===== src/hw/rtl/dltq_pkg.sv =====
// ----------------------------------------------------------------------------
// dltq_pkg
// Shared types and constants for the delta-list timer queue.
// ----------------------------------------------------------------------------
`default_nettype none

package dltq_pkg;

   localparam int DEPTH = 16;
   localparam int IDX_W = $clog2(DEPTH);
   localparam int CNT_W = $clog2(DEPTH + 1);
   localparam logic [31:0] ALL_ONES = 32'hFFFF_FFFF;

   typedef enum logic [1:0] {
      FUNC_ADVANCE   = 2'd0,
      FUNC_INSERT    = 2'd1,
      FUNC_RM_OWNER  = 2'd2,
      FUNC_RM_VALUE  = 2'd3
   } func_type;

   typedef enum logic [1:0] {
      KIND_EXPIRED = 2'd0,
      KIND_DONE    = 2'd1,
      KIND_FULL    = 2'd2
   } kind_type;

   typedef struct packed {
      logic [1:0]  func;
      logic [31:0] elapsed;
      logic [31:0] delay;
      logic [31:0] period;
      logic [7:0]  owner;
      logic [31:0] user_value;
   } req_type;

   typedef struct packed {
      logic [1:0]  kind;
      logic [7:0]  owner_out;
      logic [31:0] value_out;
      logic [31:0] time_out;
      logic [31:0] next_delay;
      logic [4:0]  entry_count;
      logic        last;
   } rsp_type;

   typedef enum logic [3:0] {
      S_IDLE,
      S_DISPATCH,
      S_INS_WALK,
      S_INS_PLACE,
      S_ADV_WALK,
      S_EXP_SCAN,
      S_POP_CHK,
      S_RE_WALK,
      S_RE_PLACE,
      S_RM_SCAN,
      S_EMIT_EXP,
      S_EMIT_STAT
   } state_type;

   typedef enum logic [3:0] {
      DP_NOP,
      DP_LOAD,
      DP_REFUSE,
      DP_INS_STEP,
      DP_INS_PLACE,
      DP_ADV_STEP,
      DP_EXP_STEP,
      DP_IDX_CLR,
      DP_POP,
      DP_RM_STEP,
      DP_EMIT_EXP,
      DP_EMIT_STAT
   } dp_op_type;

   typedef struct packed {
      dp_op_type op;
   } dp_cmd_type;

   typedef struct packed {
      logic [1:0] func;
      logic       full;
      logic       ins_stop;
      logic       adv_done;
      logic       exp_done;
      logic       pop_done;
      logic       head_periodic;
      logic       rm_done;
      logic       emit_done;
   } dp_status_type;

endpackage

`default_nettype wire


===== src/hw/rtl/dltq_ctrl.sv =====
// ----------------------------------------------------------------------------
// dltq_ctrl
// Sequencer: steps the datapath through insert, advance, expire, pop,
// remove and result phases.
// ----------------------------------------------------------------------------
`default_nettype none

module dltq_ctrl
   import dltq_pkg::*;
(
   input  wire logic          clock,
   input  wire logic          reset,
   input  wire logic          start,
   output logic               busy,
   input  dp_status_type      status,
   output dp_cmd_type         cmd
);

   state_type state_ff, state_in;

   always_ff @(posedge clock) begin
      if (reset) begin
         state_ff <= S_IDLE;
      end else begin
         state_ff <= state_in;
      end
   end

   always_comb begin
      state_in = state_ff;
      cmd.op   = DP_NOP;
      case (state_ff)
         S_IDLE: begin
            if (start) begin
               cmd.op   = DP_LOAD;
               state_in = S_DISPATCH;
            end
         end
         S_DISPATCH: begin
            if (status.func == FUNC_INSERT) begin
               state_in = S_INS_WALK;
            end else begin
               state_in = S_ADV_WALK;
            end
         end
         S_INS_WALK: begin
            if (status.full) begin
               cmd.op   = DP_REFUSE;
               state_in = S_EMIT_STAT;
            end else if (status.ins_stop) begin
               state_in = S_INS_PLACE;
            end else begin
               cmd.op = DP_INS_STEP;
            end
         end
         S_INS_PLACE: begin
            cmd.op   = DP_INS_PLACE;
            state_in = S_EMIT_STAT;
         end
         S_ADV_WALK: begin
            if (status.adv_done) begin
               cmd.op   = DP_IDX_CLR;
               state_in = S_EXP_SCAN;
            end else begin
               cmd.op = DP_ADV_STEP;
            end
         end
         S_EXP_SCAN: begin
            if (status.exp_done) begin
               state_in = S_POP_CHK;
            end else begin
               cmd.op = DP_EXP_STEP;
            end
         end
         S_POP_CHK: begin
            if (status.pop_done) begin
               cmd.op = DP_IDX_CLR;
               if (status.func == FUNC_ADVANCE) begin
                  state_in = S_EMIT_EXP;
               end else begin
                  state_in = S_RM_SCAN;
               end
            end else begin
               cmd.op = DP_POP;
               if (status.head_periodic) begin
                  state_in = S_RE_WALK;
               end
            end
         end
         S_RE_WALK: begin
            if (status.ins_stop) begin
               state_in = S_RE_PLACE;
            end else begin
               cmd.op = DP_INS_STEP;
            end
         end
         S_RE_PLACE: begin
            cmd.op   = DP_INS_PLACE;
            state_in = S_POP_CHK;
         end
         S_RM_SCAN: begin
            if (status.rm_done) begin
               cmd.op   = DP_IDX_CLR;
               state_in = S_EMIT_EXP;
            end else begin
               cmd.op = DP_RM_STEP;
            end
         end
         S_EMIT_EXP: begin
            if (status.emit_done) begin
               state_in = S_EMIT_STAT;
            end else begin
               cmd.op = DP_EMIT_EXP;
            end
         end
         S_EMIT_STAT: begin
            cmd.op   = DP_EMIT_STAT;
            state_in = S_IDLE;
         end
         default: begin
            state_in = S_IDLE;
         end
      endcase
   end

   assign busy = (state_ff != S_IDLE);

endmodule

`default_nettype wire


===== config.mk =====
export PLATFORM = sky130hd
export DESIGN_NAME = dltq_ctrl
export DESIGN_NICKNAME = d
export VERILOG_FILES = /design/src/hw/rtl/dltq_pkg.sv /design/src/hw/rtl/dltq_ctrl.sv
export SDC_FILE = /design/constraint.sdc
export NUM_CORES = 1
export LEC_CHECK = 0
export ABC_CLOCK_PERIOD_IN_PS = 2660
export BUFFER_PORTS_ARGS = -buffer_cell sky130_fd_sc_hd__clkbuf_2
export CAP_MARGIN = 10
export CORE_AREA = 8 8 45 47
export CTS_CLUSTER_DIAMETER = 150
export DETAILED_ROUTE_END_ITERATION = 12
export DIE_AREA = 0 0 53 55
export HOLD_SLACK_MARGIN = 0.03
export PLACE_DENSITY = 0.78
export SLEW_MARGIN = 20
export SYNTH_ARGS = -nofsm -noshare
export SYNTH_HDL_FRONTEND = slang
export SYNTH_SLANG_ARGS = --single-unit

===== constraint.sdc =====
create_clock -name clock -period 2.66 [get_ports clock]
set_input_delay 0.266 -clock clock [delete_from_list [all_inputs] [get_ports clock]]
set_output_delay 0.266 -clock clock [all_outputs]
set_load 0.02 [all_outputs]

== Word level (Yosys, flattened, before mapping) ==
Cells that the tools add are included.
W data, S select, Z words.

* Multipliers: 0
* Divide/modulo/power cells: 0
* Shift operators: 0
* Multiplexer cells: 22
* $lt $le $gt $ge: 0
* Reduce and logical (&&, ||, !) cells: 5
* Add/subtract/negate cells: 0
* Bitwise gates (word level): 0
* Eq/ne operators: 20

{| class="wikitable"
|+ Operators by type and width
! operator !! number
|-
| $mux W4 || 13
|-
| $pmux W4 S11 || 1
|-
| $pmux W4 S10 || 1
|-
| $eq A4 B3 Y1 const B || 4
|-
| $eq A4 B4 Y1 const B || 4
|-
| $ne A2 B2 Y1 const B || 6
|-
| $eq A4 B2 Y1 const B || 2
|-
| $mux W2 || 4
|-
| $reduce_and A8 Y1 || 1
|-
| $mux W3 || 2
|-
| $ne A3 B3 Y1 const B || 2
|-
| $eq A4 B1 Y1 const B || 1
|-
| $logic_not A4 Y1 || 1
|-
| $reduce_bool A4 Y1 || 1
|-
| $eq A2 B1 Y1 const B || 1
|-
| $logic_not A2 Y1 || 1
|-
| $reduce_or A2 Y1 || 1
|-
| $mux W1 || 1
|}

* Memory bits (read-only): 0
* Word-level logic and storage cells: 48
* RAM bits: 0
* Output and inout bits: 5
* Memories: 0
* Bits in latches: 0
* Bits in registers: 4

== Longest topological paths before layout ==
* Depth in word-level cells: 4
* Gate-level depth with buffers: 7
* Mapped depth without buffers: 5

== Worst setup path before layout ==
OpenSTA, ideal clock, no wires.

* Kind: reg-to-output
* From: register state_ff[3]
* To: output port cmd[2] (netlist name)
* Stages on the path, launching flop included: 5
* Buffers on the path: 2
* Setup slack: 0.860 ns
* Arrival time: 1.534 ns
* Path through: dfxtp_1 -> clkbuf_1 -> clkbuf_1 -> a31oi_1 -> o21ai_0

{| class="wikitable"
|+ RTL lines
! element !! RTL line !! RTL
|-
| start: declaration || dltq_ctrl.sv:19 || <nowiki>state_type state_ff, state_in;</nowiki>
|-
| start signal: assignment || dltq_ctrl.sv:25 || <nowiki>state_ff <= state_in;</nowiki>
|-
| end: declaration || dltq_ctrl.sv:16 || <nowiki>output dp_cmd_type cmd</nowiki>
|}

==> flow_summary.ini <==
[worst_setup_path]
critPathKind = flip-flop to output port
reg2reg_depth = 5
reg2reg_to = state_ff[1]
end_kind = output port
critPathRequiredTime_ns = 2.39
worstPathArrival_ns = 2.01
reg2reg_from = state_ff[1]
reg2reg_slack_ns = 0.54
cp-start-kind = flip-flop
cp_max_fo = 21

[global_routing]
grt_pass1_wl_mm = 3.01
antenna_found_initial = 0
grt_pass1_vias = 675
grt_overflow = 0
grtUsageTotal_pct = 13.5
met3_usage_pct = 5.61
met2_usage_pct = 21.3
grt_start_max_net_pins = 22
grt_use_met1_pct = 15.1
busiest_layer = met2

[clock_network]
ctsHoldBuffers = 0
clock_latency_ns = 0.25
cts_made_buffers = 3
cts_resized = 0
cts_setup_buffers = 0
htree_levels = 1
cts_buffer_depth = 2
cts_num_sinks = 4
root_buffer = clkbuf_4
cts_tree = yes
path_clk_slew_ns = 0.04

[layout]
largest_reg_flops = 4
drive_gt1_share_pct = 25.2
final_core_util_pct = 53.9
top_register = state_ff
fin_nets = 122
design_area_um2 = 746
top_regs = state_ff x4
syn_to_final_growth_pct = 15.5
num_antenna_cells = 0

[min_path]
hold_class = input pin to flip-flop
hold_start = reset
hold_depth = 2
hold_end = state_ff[0]

[floorplan]
start_util_pct = 46.7
io_pins = 18
die_x_um = 53
row_count = 14
dieArea_mm2 = 0.00292
core_area_mm2 = 0.00138
fp.dieH_um = 55

[synth]
synth_largest_area_cell = dfxtp_1
yosys.cell_types.count = 38
syn_nets = 106
yosysTopAreaCellShare_pct = 12.4
synth-seq-area-share_pct = 12.4
avgSynthCellArea_um2 = 6.94
ys_top_cells_by_area = dfxtp_1 (12%), nand2b_1 (7.8%), o21ai_0 (6.2%), nand2_1 (5.2%), a21oi_1 (4.7%)
postSynthCellCount = 93
synth_seq_cells = 4
netlist_area_um2 = 646
synth_warnings = 0

[timing]
rsz0062_at_grt = no
worst_pin_slew_ns = 0.680
fin_skew_ns = 0.00564
post-route-period-util_pct = 85.6
fmax_mhz = 439
slew_headroom_pct = 54.6
period_needed_ns = 2.28
final_hold_viol_count = 0
holdWs_ns = 0.244
slew_violations = 0
setup_viol = 0
finalSetupTns_ns = 0

[pwr]
power.leakage_nw = 0.280
powerDensity_mw_per_mm2 = 1100
finalPower_uw = 822
ir_drop_mv = 0.462

[detailed_routing]
viasPerCell = 6.11
wire_per_inst_um = 14.2
wl_mm = 1.75
drtAntennaViolNets = 0
drt-initial-drc-count = 24
drc_errors = 0
firstDrtPassIters = 4
vias = 751

[placed_design]
io_buffers = 17
placed_area_um2 = 723
gp_congestion = 0.859
dp_hpwl_mm = 1.31

[flow_run]
max-cap-violations = 0

[outcome]
status = finished clean
==> power by group <==
part | total, mW | switching, mW | internal (mW)
Combinational | 0.554 | 0.292 | 0.262
Sequential | 0.189 | 0.104 | 0.0845
Clock | 0.0793 | 0.0286 | 0.0507
==> metal layers <==
layer | vias to the layer above | part of all wire (%)
met3 | 6 | 8.5
met1 | 335 | 43
met4 | 0 | 3.0
met5 | - | 0
li1 | 380 | -
met2 | 30 | 45
==> critical path, stage by stage, from the launching register on <==
cell      delay [ns]
dfxtp_1         0.75
nand2b_1        0.19
o22a_1          0.23
o22a_1          0.20
o221ai_1        0.18
clkbuf_2        0.21
==> synth_stat cells (all sizes together) <==
library cell  instances
o22a                  2
or3                   2
o21a                  1
o21ai                10
nand3b                1
a311o                 1
buf                   3
nand2b                8
a21boi                1
nor3b                 2
nand2                 9
nand3                 1
o32ai                 1
nor2b                 3
nor2                  5
o211ai                2
a2111o                1
o311ai                1
dfxtp                 4
a211o                 1
a21oi                 6
or4                   1
a22oi                 2
nor4bb                3
o221ai                1
inv                   4
nor3                  4
o2111ai               1
a31oi                 2
or4b                  1
or2                   1
or3b                  1
o22ai                 1
clkbuf                5
o21ba                 1
==> how the worst max path moves through the flow <==
stage	start	end	slack, ns	cells after the start
3_5_place_dp	state_ff[1]	state_ff[1]	0.57	5
2_1_floorplan	state_ff[3]	cmd[2]	0.86	4
5_1_grt	state_ff[1]	cmd[1]	0.25	5
4_1_cts	state_ff[1]	cmd[1]	0.40	5
6_report	state_ff[1]	cmd[1]	0.38	5
3_3_place_gp	state_ff[1]	state_ff[0]	0.63	5
==> placed cells by master, fill, tap and decap left out, types with 4 or more instances in the layout <==
| cell type | Yosys | final |
|---|---|---|
| nand2b_1 | 8 | 8 |
| inv_1 | 4 | 4 |
| nand2_1 | 9 | 9 |
| clkbuf_2 | 0 | 17 |
| nor2_1 | 5 | 5 |
| nor3_1 | 4 | 4 |
| a21oi_1 | 6 | 6 |
| o21ai_0 | 8 | 8 |
| dfxtp_1 | 4 | 4 |
==> cell families after synthesis <==
family,synth area share [%]
AOI/OAI and AO/OA,40.5
buffers and inverters,8.91
DFF,12.4
and+or+nand+nor,38.2
==> cell type report <==
type | instances | area (um2)
repair buffers | 19 | 100
multi-input cells | 77 | 508
well taps | 16 | 20.0
inverters | 4 | 15.0
flip-flops and latches | 4 | 80.1
fillers | 138 | 638
clock buffers | 3 | 22.5
==> metrics by stage <==
stage | std cells | setup slack [ns]
3_5_place_dp | 120 | 0.568
5_1_grt | 123 | 0.253
4_1_cts | 123 | 0.403
6_report | 123 | 0.382
3_3_place_gp | 120 | 0.635
2_1_floorplan | 93 | 0.860
Power figures use the tool's default switching activity.
